--- src/rtl/core/pdr_pkg.sv ---
package pdr_pkg;

  localparam int StepBits   = 16;
  localparam int PeriodBits = 16;
  localparam int ScaledBits = StepBits + 3;
  localparam int ProdBits   = ScaledBits + PeriodBits;
  localparam int CntBits    = $clog2(ProdBits);

  localparam logic [PeriodBits-1:0] PeriodReset = PeriodBits'(1875);
  localparam logic [ScaledBits-1:0] StepInc     = ScaledBits'(5);

  typedef struct packed {
    logic                req_type;
    logic                ramp_down;
    logic [StepBits-1:0] step_count;
  } pdr_in_t;

  typedef struct packed {
    logic pwm_level;
    logic busy_res;
    logic ramp_last;
  } pdr_out_t;

  typedef struct packed {
    logic                  go;
    logic [ScaledBits-1:0] scaled;
    logic [ScaledBits-1:0] den;
    logic [PeriodBits-1:0] period;
  } md_req_t;

  typedef struct packed {
    logic                  busy;
    logic                  done;
    logic [PeriodBits-1:0] quot;
  } md_rsp_t;

endpackage

--- src/rtl/core/pdr_muldiv.sv ---
module pdr_muldiv (
  input  logic              clk_i,
  input  logic              rst_ni,
  input  pdr_pkg::md_req_t  req_i,
  output pdr_pkg::md_rsp_t  rsp_o
);

  localparam logic [1:0] StIdle = 2'd0;
  localparam logic [1:0] StMul  = 2'd1;
  localparam logic [1:0] StDiv  = 2'd2;
  localparam logic [1:0] StFin  = 2'd3;

  localparam int SW = pdr_pkg::ScaledBits;
  localparam int PW = pdr_pkg::PeriodBits;
  localparam int XW = pdr_pkg::ProdBits;
  localparam int CW = pdr_pkg::CntBits;

  logic [1:0]    state_q, state_d;
  logic [CW-1:0] cnt_q, cnt_d;
  logic [XW:0]   mul_q, mul_d, mul_nx;
  logic [SW-1:0] rem_q, rem_d;
  logic [XW-1:0] dq_q, dq_d;
  logic [SW-1:0] scaled_q, scaled_d;
  logic [SW-1:0] den_q, den_d;
  logic [SW:0]   sum;
  logic [SW:0]   trial;
  logic [SW:0]   diff;
  logic          ge;

  // shift-add multiply, LSB of the period first
  assign sum    = mul_q[XW:PW] + (mul_q[0] ? {1'b0, scaled_q} : '0);
  assign mul_nx = {sum, mul_q[PW-1:0]} >> 1;

  // restoring divide, one quotient bit per cycle
  assign trial = {rem_q, dq_q[XW-1]};
  assign diff  = trial - {1'b0, den_q};
  assign ge    = trial >= {1'b0, den_q};

  always_comb begin
    state_d  = state_q;
    cnt_d    = cnt_q;
    mul_d    = mul_q;
    rem_d    = rem_q;
    dq_d     = dq_q;
    scaled_d = scaled_q;
    den_d    = den_q;
    unique case (state_q)
      StIdle: begin
        if (req_i.go) begin
          scaled_d = req_i.scaled;
          den_d    = req_i.den;
          mul_d    = {(SW + 1)'(0), req_i.period};
          cnt_d    = '0;
          state_d  = StMul;
        end
      end
      StMul: begin
        mul_d = mul_nx;
        if (cnt_q == CW'(PW - 1)) begin
          dq_d    = mul_nx[XW-1:0];
          rem_d   = '0;
          cnt_d   = '0;
          state_d = StDiv;
        end else begin
          cnt_d = cnt_q + CW'(1);
        end
      end
      StDiv: begin
        rem_d = ge ? diff[SW-1:0] : trial[SW-1:0];
        dq_d  = {dq_q[XW-2:0], ge};
        if (cnt_q == CW'(XW - 1)) begin
          state_d = StFin;
        end else begin
          cnt_d = cnt_q + CW'(1);
        end
      end
      StFin: begin
        state_d = StIdle;
      end
      default: begin
        state_d = StIdle;
      end
    endcase
  end

  always_ff @(posedge clk_i or negedge rst_ni) begin
    if (!rst_ni) begin
      state_q <= StIdle;
      cnt_q   <= '0;
    end else begin
      state_q <= state_d;
      cnt_q   <= cnt_d;
    end
  end

  always_ff @(posedge clk_i) begin
    mul_q    <= mul_d;
    rem_q    <= rem_d;
    dq_q     <= dq_d;
    scaled_q <= scaled_d;
    den_q    <= den_d;
  end

  assign rsp_o.busy = (state_q != StIdle);
  assign rsp_o.done = (state_q == StFin);
  assign rsp_o.quot = dq_q[PW-1:0];

endmodule

--- src/rtl/core/pwm_duty_ramp_generator.sv ---
// channel  direction  payload    handshake
// in       input      pdr_in_t   in_valid_i / in_stall_o
// out      output     pdr_out_t  out_valid_o / out_stall_i
// cfg      input      period     cfg_we_i (write only)
// A tick inside a period needs no divide; its result is registered.
// A start with a nonzero step count, or a tick that ends a period and goes
// on with the ramp, runs the serial multiply and divide with input stalled.
// Reset clears the ramp (idle) and loads a period of 1875 ticks.
// Input is stalled while a result is held by out_stall_i.
module pwm_duty_ramp_generator (
  input  logic                              clk_i,
  input  logic                              rst_ni,
  input  logic                              in_valid_i,
  output logic                              in_stall_o,
  input  pdr_pkg::pdr_in_t                  in_data_i,
  output logic                              out_valid_o,
  input  logic                              out_stall_i,
  output pdr_pkg::pdr_out_t                 out_data_o,
  input  logic                              cfg_we_i,
  input  logic [pdr_pkg::PeriodBits-1:0]    cfg_wdata_i
);

  localparam int SW = pdr_pkg::ScaledBits;
  localparam int PW = pdr_pkg::PeriodBits;

  logic [PW-1:0]     period_q;
  logic [PW-1:0]     eff_p;
  logic [PW-1:0]     phase_q, phase_d;
  logic [SW-1:0]     scaled_q, scaled_d;
  logic [PW-1:0]     high_q, high_d;
  logic [SW-1:0]     tot5_q, tot5_d;
  logic [SW-1:0]     tot2p5_q, tot2p5_d;
  logic              running_q, running_d;
  logic              falling_q, falling_d;
  logic              out_valid_q, out_valid_d;
  pdr_pkg::pdr_out_t out_q, out_d;

  logic              in_acc;
  logic [SW-1:0]     n_ext, n5, n2;
  logic [SW-1:0]     scaled_inc, scaled_dec;
  logic              more_up, more_dn;
  logic              phase_end;
  pdr_pkg::md_req_t  md_req;
  pdr_pkg::md_rsp_t  md_rsp;

  pdr_muldiv u_muldiv (
    .clk_i  (clk_i),
    .rst_ni (rst_ni),
    .req_i  (md_req),
    .rsp_o  (md_rsp)
  );

  assign in_stall_o = md_rsp.busy | (out_valid_q & out_stall_i);
  assign in_acc     = in_valid_i & ~in_stall_o;

  assign eff_p      = (period_q == '0) ? PW'(1) : period_q;
  assign n_ext      = SW'(in_data_i.step_count);
  assign n5         = (n_ext << 2) + n_ext;
  assign n2         = n_ext << 1;
  assign scaled_inc = scaled_q + pdr_pkg::StepInc;
  assign scaled_dec = scaled_q - pdr_pkg::StepInc;
  assign more_up    = scaled_inc < tot5_q;
  assign more_dn    = scaled_q >= tot2p5_q;
  assign phase_end  = ({1'b0, phase_q} + (PW + 1)'(1)) >= {1'b0, eff_p};

  always_comb begin
    phase_d       = phase_q;
    scaled_d      = scaled_q;
    high_d        = md_rsp.done ? md_rsp.quot : high_q;
    tot5_d        = tot5_q;
    tot2p5_d      = tot2p5_q;
    running_d     = running_q;
    falling_d     = falling_q;
    out_d         = out_q;
    out_valid_d   = out_valid_q & out_stall_i;
    md_req.go     = 1'b0;
    md_req.scaled = scaled_q;
    md_req.den    = tot5_q;
    md_req.period = eff_p;
    if (in_acc) begin
      out_valid_d = 1'b1;
      out_d       = '0;
      if (in_data_i.req_type) begin
        falling_d = in_data_i.ramp_down;
        tot5_d    = n5;
        tot2p5_d  = n2 + pdr_pkg::StepInc;
        phase_d   = '0;
        if (in_data_i.step_count == '0) begin
          running_d = 1'b0;
          scaled_d  = '0;
          high_d    = '0;
        end else begin
          running_d     = 1'b1;
          scaled_d      = in_data_i.ramp_down ? n5 : n2;
          md_req.go     = 1'b1;
          md_req.scaled = scaled_d;
          md_req.den    = n5;
        end
        out_d.busy_res = running_d;
      end else if (running_q) begin
        out_d.busy_res  = 1'b1;
        out_d.pwm_level = phase_q < high_q;
        if (phase_end) begin
          phase_d = '0;
          if (falling_q) begin
            if (more_dn) begin
              scaled_d = scaled_dec;
            end
          end else begin
            scaled_d = scaled_inc;
          end
          if (falling_q ? more_dn : more_up) begin
            md_req.go     = 1'b1;
            md_req.scaled = scaled_d;
          end else begin
            running_d       = 1'b0;
            out_d.ramp_last = 1'b1;
          end
        end else begin
          phase_d = phase_q + PW'(1);
        end
      end
    end
  end

  always_ff @(posedge clk_i or negedge rst_ni) begin
    if (!rst_ni) begin
      period_q    <= pdr_pkg::PeriodReset;
      phase_q     <= '0;
      scaled_q    <= '0;
      high_q      <= '0;
      tot5_q      <= '0;
      tot2p5_q    <= '0;
      running_q   <= 1'b0;
      falling_q   <= 1'b0;
      out_valid_q <= 1'b0;
    end else begin
      if (cfg_we_i) begin
        period_q <= cfg_wdata_i;
      end
      phase_q     <= phase_d;
      scaled_q    <= scaled_d;
      high_q      <= high_d;
      tot5_q      <= tot5_d;
      tot2p5_q    <= tot2p5_d;
      running_q   <= running_d;
      falling_q   <= falling_d;
      out_valid_q <= out_valid_d;
    end
  end

  always_ff @(posedge clk_i) begin
    out_q <= out_d;
  end

  assign out_valid_o = out_valid_q;
  assign out_data_o  = out_q;

  a_go_when_idle: assert property (@(posedge clk_i) disable iff (!rst_ni)
    md_req.go |-> !md_rsp.busy)
    else $error("divider started while busy");

  a_done_then_idle: assert property (@(posedge clk_i) disable iff (!rst_ni)
    md_rsp.done |=> !md_rsp.busy)
    else $error("divider still busy after done");

  a_running_den: assert property (@(posedge clk_i) disable iff (!rst_ni)
    running_q |-> tot5_q != '0)
    else $error("ramp running with zero length");

  a_last_busy: assert property (@(posedge clk_i) disable iff (!rst_ni)
    out_valid_q && out_q.ramp_last |-> out_q.busy_res && !running_q)
    else $error("final tick inconsistent with ramp state");

endmodule
--- config.mk ---
export PLATFORM = sky130hd
export DESIGN_NAME = pwm_duty_ramp_generator
export DESIGN_NICKNAME = d
export VERILOG_FILES = /design/src/rtl/core/pdr_pkg.sv /design/src/rtl/core/pdr_muldiv.sv /design/src/rtl/core/pwm_duty_ramp_generator.sv
export SDC_FILE = /design/constraint.sdc
export NUM_CORES = 1
export LEC_CHECK = 0
export ABC_CLOCK_PERIOD_IN_PS = 7200
export BUFFER_PORTS_ARGS = -buffer_cell sky130_fd_sc_hd__buf_2
export CORE_UTILIZATION = 35
export DETAILED_ROUTE_END_ITERATION = 10
export PLACE_DENSITY = 0.58
export SYNTH_ARGS = -nofsm -noshare
export SYNTH_HDL_FRONTEND = slang
export SYNTH_SLANG_ARGS = --single-unit
--- constraint.sdc ---
create_clock -name clk_i -period 7.2 [get_ports clk_i]
set_clock_uncertainty 0.15 [all_clocks]
set_input_delay 1.44 -clock clk_i [delete_from_list [all_inputs] [get_ports clk_i]]
set_output_delay 1.44 -clock clk_i [all_outputs]
set_load 0.03 [all_outputs]
Word level (Yosys, flattened, before mapping):

Cells that the tools add are included.

* bits in registers: 247

* multiplexer cells: 49
* bitwise gates (word level): 6
* add/sub/neg operators: 9
* magnitude comparators: 5
* eq/ne operators: 9
* reduce and logical (&&, ||, !) cells: 19

Operators by type and width (count)
* $mux W19: 11
* $mux W16: 8
* $mux W20: 4
* $mux W39: 2
* $pmux W36 S2: 1
* $pmux W35 S2: 1
* $pmux W19 S2: 1
* $mux W36: 1
* $mux W35: 1
* $logic_not A16 Y1: 2
* $add A20 B20 Y20: 1
* $ge A20 B19 Y1: 1
* $add A18 B16 Y19: 1
* $add A19 B3 Y19 const B: 1
* $ge A19 B19 Y1: 1
* $lt A19 B19 Y1: 1
* $sub A19 B19 Y19: 1
* $sub A19 B3 Y19 const B: 1
* $add A17 B3 Y18 const B: 1
* $mux W6: 3
* $pmux W6 S3: 1
* $add A16 B1 Y17 const B: 1
* $ge A17 B16 Y1: 1
* $add A16 B1 Y16 const B: 1
* other kinds (21): 49

Longest topological paths before layout:

* depth in word-level cells: 10
* mapped depth: 18
* mapped depth without buffers: 17

Modules after synthesis:

A second synthesis with hierarchy kept.

* cells, all modules: 1801
* area total of the unflattened synthesis: 16824.9 um2

By module, submodules not included
* pwm_duty_ramp_generator: sequential area each 2751.4 um2, instances 1, cells each 1113, area an instance 9054.9 um2
* pdr_muldiv: sequential area each 4013.8 um2, instances 1, cells each 688, area an instance 7770.0 um2

Least setup slack after synthesis:

Ideal clock, no wire load.

* path type: register to register
* start: reg phase_q[0]
* end: reg u_muldiv.mul_q[0] (enable)
* arrival: 4.574 ns
* required time: 6.574 ns
* buffers on the path: 1
* library setup time: 0.476 ns
* cell stages (with the launch flop): 16
* path slack: 2.000 ns
* path through: dfrtp_1 > and3_1 > nand3_1 > nor2_1 > and3_1 > clkbuf_1 > nand3_1 > xnor2_1 > ha_1 > nand3_1 > or3_1 > or4_4 > nand2_4 > nand4b_4 > a21o_4 > o21ai_0

* word-level cells in the longest chain between the ends: 8

Ends and longest elaborated chain
* start: declaration: RTL line pwm_duty_ramp_generator.sv:28 `logic [PW-1:0] phase_q, phase_d;`
* start signal: assignment: RTL line pwm_duty_ramp_generator.sv:141 `phase_q <= phase_d;`
* $add A16 B1 Y17: RTL line pwm_duty_ramp_generator.sv:64 `assign phase_end = ({1'b0, phase_q} + (PW + 1)'(1)) >= {1'b0, eff_p};`
* $ge A17 B16 Y1: RTL line pwm_duty_ramp_generator.sv:64
* $mux W20: RTL line pwm_duty_ramp_generator.sv:103 `if (phase_end) begin`
* $mux W20: RTL line pwm_duty_ramp_generator.sv:100 `end else if (running_q) begin`
* $mux W20: RTL line pwm_duty_ramp_generator.sv:83 `if (in_data_i.req_type) begin`
* $mux W39: RTL line pwm_duty_ramp_generator.sv:80 `if (in_acc) begin`
* $ne A2 B2 Y1 (no source line)
* $reduce_and A2 Y1 (no source line)
* end signal: assignment: RTL line pdr_muldiv.sv:97 `mul_q <= mul_d;`
* end: declaration: RTL line pdr_muldiv.sv:20 `logic [XW:0] mul_q, mul_d, mul_nx;`

No other way between the ends.
A chain may end at the register's enable or synchronous reset.

Worst setup path in the final report:

* start: reg scaled_q[0]
* end: reg u_muldiv.den_q[5] (enable)

* word-level cells in the longest chain between the ends: 9
* elaborated cells on any way between the ends: 10

Ends and longest elaborated chain
* start: declaration: RTL line pwm_duty_ramp_generator.sv:29 `logic [SW-1:0] scaled_q, scaled_d;`
* start signal: assignment: RTL line pwm_duty_ramp_generator.sv:142 `scaled_q <= scaled_d;`
* $add A19 B3 Y19: RTL line pwm_duty_ramp_generator.sv:60 `assign scaled_inc = scaled_q + pdr_pkg::StepInc;`
* $lt A19 B19 Y1: RTL line pwm_duty_ramp_generator.sv:62 `assign more_up = scaled_inc < tot5_q;`
* $mux W1 (*): RTL line pwm_duty_ramp_generator.sv:112 `if (falling_q ? more_dn : more_up) begin`
* $mux W20 (*): RTL line pwm_duty_ramp_generator.sv:112
* $mux W20 (*): RTL line pwm_duty_ramp_generator.sv:103
* $mux W20 (*): RTL line pwm_duty_ramp_generator.sv:100
* $mux W20 (*): RTL line pwm_duty_ramp_generator.sv:83
* $mux W39 (*): RTL line pwm_duty_ramp_generator.sv:80
* $reduce_and A2 Y1 (no source line) (*)
* end signal: assignment: RTL line pdr_muldiv.sv:101 `den_q <= den_d;`
* end: declaration: RTL line pdr_muldiv.sv:24 `logic [SW-1:0] den_q, den_d;`

Every way passes the cells marked *; elsewhere a longest branch is shown, timed or not.

==> results.md <==
- Status: complete, no violations
- Flop pwr share: between 30% and 40%
- # H-tree levels: 1
- Share of the synthesized area in the top cell type: approximately a quarter
- Clk network pwr share: 21.6%
- Overall power: roughly 7.8 mW
- Initial drt markers: 984
- Kind of critical path: reg2reg
- DR vias: around 13,000
- Area Overhead vs Synth: 11.9%
- Post-synth ARST share: between 40% and 50%
- Area of the core: approximately 0.046 mm^2
- Final setup margin: roughly 1.6 ns
- Tcrit/Tclk final: around 78%
- Final Hold Fails: 0
- Bufs on Longest Clock Path: 3
- Post-cts repair resize count: 0
- Setup violations, final: 0
- GRT met3 Usage: about 2.4%
- DR WL/cell: 18.8 um
- Overflow after GRT: 0
- Yosys Warn Count: 0
- Fillers: between 4,000 and 5,000
- Syn Area/Cell: ~9.3 um^2
- DRC Markers: 0
- Most Used Layer, Global Route: met2
- Slowest CP cell: o41ai_2
- Synth top area cells: edfxtp_1 (24%), dfrtp_1 (16%), ha_1 (9.9%), o21ai_0 (4.9%), nand2_1 (4.6%)
- Critical Path Source Type: flop
- Post-Syn Area: 0.0163 mm^2
- Total Wirelength: ~45,000 um
- Post-layout nets: approximately 1,900
- Clk root buf: clkbuf_16
- Worst path cell trace: ha_1 -> o2111ai_1 -> nor3_1 -> and3_1 -> nand3_1 -> xnor2_1 -> ha_1 -> nand4_1 -> a311oi_1 -> o41ai_2 -> nand4b_4 -> a21o_4 -> inv_1 -> buf_4
- Sequential share of the synthesized area: between 40% and 50%
- Global-route usage over all layers: 18.9%
- First-pass GRT wire length: 70,800 um
- I/O Buffers: 43
- Initial antenna violation count: 0
- Total power density per cell area: around 430 mW/mm^2
- Num CTS Buffers: 29
- Setup TNS: 0 ns
- Area after DPL: approximately 0.017 mm^2
- Final Cell Area: roughly 0.018 mm^2
- Logic pwr share: 45.1%
- Antenna diodes: 0
- Cell taking the most area after synthesis: edfxtp_1
- Worst-skew pair later-pin latency: just under 0.6 ns
- Most used cell, CP: ha_1
- Slew @ Worst Pin: 1.10 ns
- Vias in the first global route: 12,462
- Die area: around 0.048 mm^2
- CP Capture Type: flop
- Switching pwr: 3.13 mW
- Ratio of cells with drive above 1 in the final layout: roughly 9.9%
- Main synth FF type: edfxtp_1
- Sw Share: 40.2%
- Setup bufs post-CTS: 0
- Worst path arrival time: 5.71 ns
- First drt pass iteration count: 5
- Die Y: ~220 um
- Multi-input logic area: 0.00881 mm^2
- Die width: between 200 and 250 um
- Met1 usage in global routing: between 20% and 30%
- Max Cap Violations: 0
- Internal Power: between 4 and 5 mW
- Clock slew at reported path FFs: about 0.060 ns
- Largest net degree at the start of global routing: 81
- CP max stage delay: just over 0.7 ns
- Number of synthesized flops with an enable pin: between 100 and 150
- Num rows: 78
- Post-Syn Instances: roughly 1,800
- Clock tree sinks: around 240
- Met2 global-route usage: 29.8%
- CTS tree: built
- Critical Path RT: between 7 and 8 ns
- IO Pins: 44
- Synth cell types: 87
- Min Clock Period, post-route: roughly 5.6 ns
- DP HPWL: 33,000 um
- Lkg Pwr: 7.76 nW
- Synthesized flop and latch total: roughly 240
- Largest driver fanout on the critical path: 21
- Starting Density: 35.7%
- Post-route ant nets: 0
- Hold_ws: between 0.3 and 0.4 ns
- Worst vdd ir: 0.000216 V
- Routed vias/inst: 5.46
- Max Slew Vio Count: 0
- Sequential Area: between 0.006 and 0.007 mm^2
- Syn nets: a little under 2,000
- Slew headroom: between 20% and 30%
- Setup repair after global routing missed its margin: no
- # hold bufs at CTS: 0
- Routability congestion estimate: 0.946
- Place WS: about 1.7 ns
- FMAX: about 180 MHz
- HP Class: reg2reg
-- routing by layer --
layer	share of wire, %	routed length [um]	vias up
met5	0	0	-
met4	3.0	1350	0
met3	5.3	2400	71
met2	45	20100	359
met1	47	21100	6318
li1	-	-	6310
-- final timing paths --
path	from	endpoint	slack (ns)	depth (start not counted)
max in group asynchronous	rst_ni	scaled_q[2]$_DFFE_PN0P_	4.74	2
worst max-delay path	scaled_q[0]$_DFFE_PN0P_	u_muldiv.den_q[5]$_DFFE_PP_	1.59	14
min in group asynchronous	rst_ni	phase_q[2]$_DFFE_PN0P_	0.90	1
worst min register to register	tot2p5_q[0]$_DFFE_PN0P_	tot2p5_q[0]$_DFFE_PN0P_	0.32	1
worst min-delay path	tot2p5_q[0]$_DFFE_PN0P_	tot2p5_q[0]$_DFFE_PN0P_	0.32	1
worst max register to register	scaled_q[0]$_DFFE_PN0P_	u_muldiv.den_q[5]$_DFFE_PP_	1.59	14
-- placed cells by master (no fill, tap or decap), drive strengths merged, types with 6 or more instances in the layout --
cell | netlist | routed
a2111oi | 6 | 6
a211o | 10 | 10
a211oi | 14 | 14
a21boi | 6 | 6
a21o | 35 | 35
a21oi | 93 | 93
a31oi | 20 | 20
and2 | 31 | 31
and3 | 19 | 19
and4 | 7 | 7
buf | 13 | 61
clkbuf | 65 | 41
clkinv | 2 | 6
dfrtp | 107 | 107
dfstp | 7 | 7
edfxtp | 130 | 130
ha | 129 | 129
inv | 125 | 128
mux2 | 36 | 36
mux2i | 42 | 42
nand2 | 202 | 202
nand2b | 14 | 14
nand3 | 40 | 40
nand4 | 18 | 18
nor2 | 131 | 131
nor2b | 29 | 29
nor3 | 35 | 35
nor4 | 11 | 11
o211ai | 6 | 6
o21a | 16 | 16
o21ai | 163 | 163
o221ai | 8 | 8
o31ai | 13 | 13
or3 | 8 | 8
xnor2 | 56 | 56
xor2 | 31 | 31
-- synthesized netlist by cell type (7+ instances only) --
library cell / number
nand2_1: 201
o21ai_0: 159
nor2_1: 131
edfxtp_1: 130
ha_1: 129
inv_1: 125
dfrtp_1: 107
a21oi_1: 92
clkbuf_1: 65
xnor2_1: 56
mux2i_1: 42
nand3_1: 39
mux2_2: 35
nor3_1: 35
a21o_1: 34
and2_1: 31
xor2_1: 31
nor2b_1: 29
a31oi_1: 19
and3_1: 19
nand4_1: 18
o21a_1: 16
a211oi_1: 14
nand2b_1: 14
o31ai_1: 13
a211o_1: 10
nor4_1: 10
buf_1: 8
o221ai_1: 8
or3_1: 8
dfstp_2: 7
-- cell families (layout without fill, tap and decap cells) --
family,count (synthesis),after routing,share of synthesized area [%]
AOI/OAI and AO/OA,447,447,17.4
DFF,244,244,41.4
adders and majority gates,132,132,10.3
muxes,78,78,5.06
xor gates and xnor gates,87,87,4.67
and+or+nand+nor,560,560,16.4
buffers and inverters,205,242,4.77
-- final cells by class --
class | count | share of cell area (%)
clock buffers | 41 | 4.96
clock inverters | 13 | 1.12
inverters | 127 | 2.61
multi-input cells | 1304 | 48.2
flip-flops and latches | 244 | 37.0
well taps | 600 | 4.11
repair buffers | 61 | 1.93
-- state kept, by name, summed over array words and instances (netlist names), 2 cells and up --
name               flops
tot5_q                19
u_muldiv.dq_q         35
tot2p5_q              17
out_data_o             3
period_q              16
scaled_q              19
u_muldiv.rem_q        19
u_muldiv.scaled_q     19
u_muldiv.state_q       2
u_muldiv.mul_q        35
u_muldiv.den_q        19
high_q                16
u_muldiv.cnt_q         6
phase_q               16
-- metrics by stage --
step                      utilization (%)  std cells
after floorplan                         -       1753
after global placement               37.6       2336
after detailed placement             37.6       2336
after CTS                            40.0       2390
after global routing                 40.0       2390
final                                40.0       2390
-- critical path: cells and delay by family, from the launching register on --
family | cells | cell delay, ns
buf+inv | 2 | 1.01
simple gates | 5 | 1.33
xor+xnor | 1 | 0.28
flops | 1 | 0.51
fa+ha+maj | 2 | 0.58
compound gates | 4 | 1.42
-- power groups by stage --
stage               clock network [mW]  registers (mW)  logic, mW
finish                            1.68            2.60       3.51
global route                      1.77            2.66       3.94
CTS                               1.72            2.59       3.53
detailed placement                   0            2.60       3.51
global placement                     0            2.59       3.45
floorplan                            0            2.43       2.71
(Power assumes the default switching activity.)
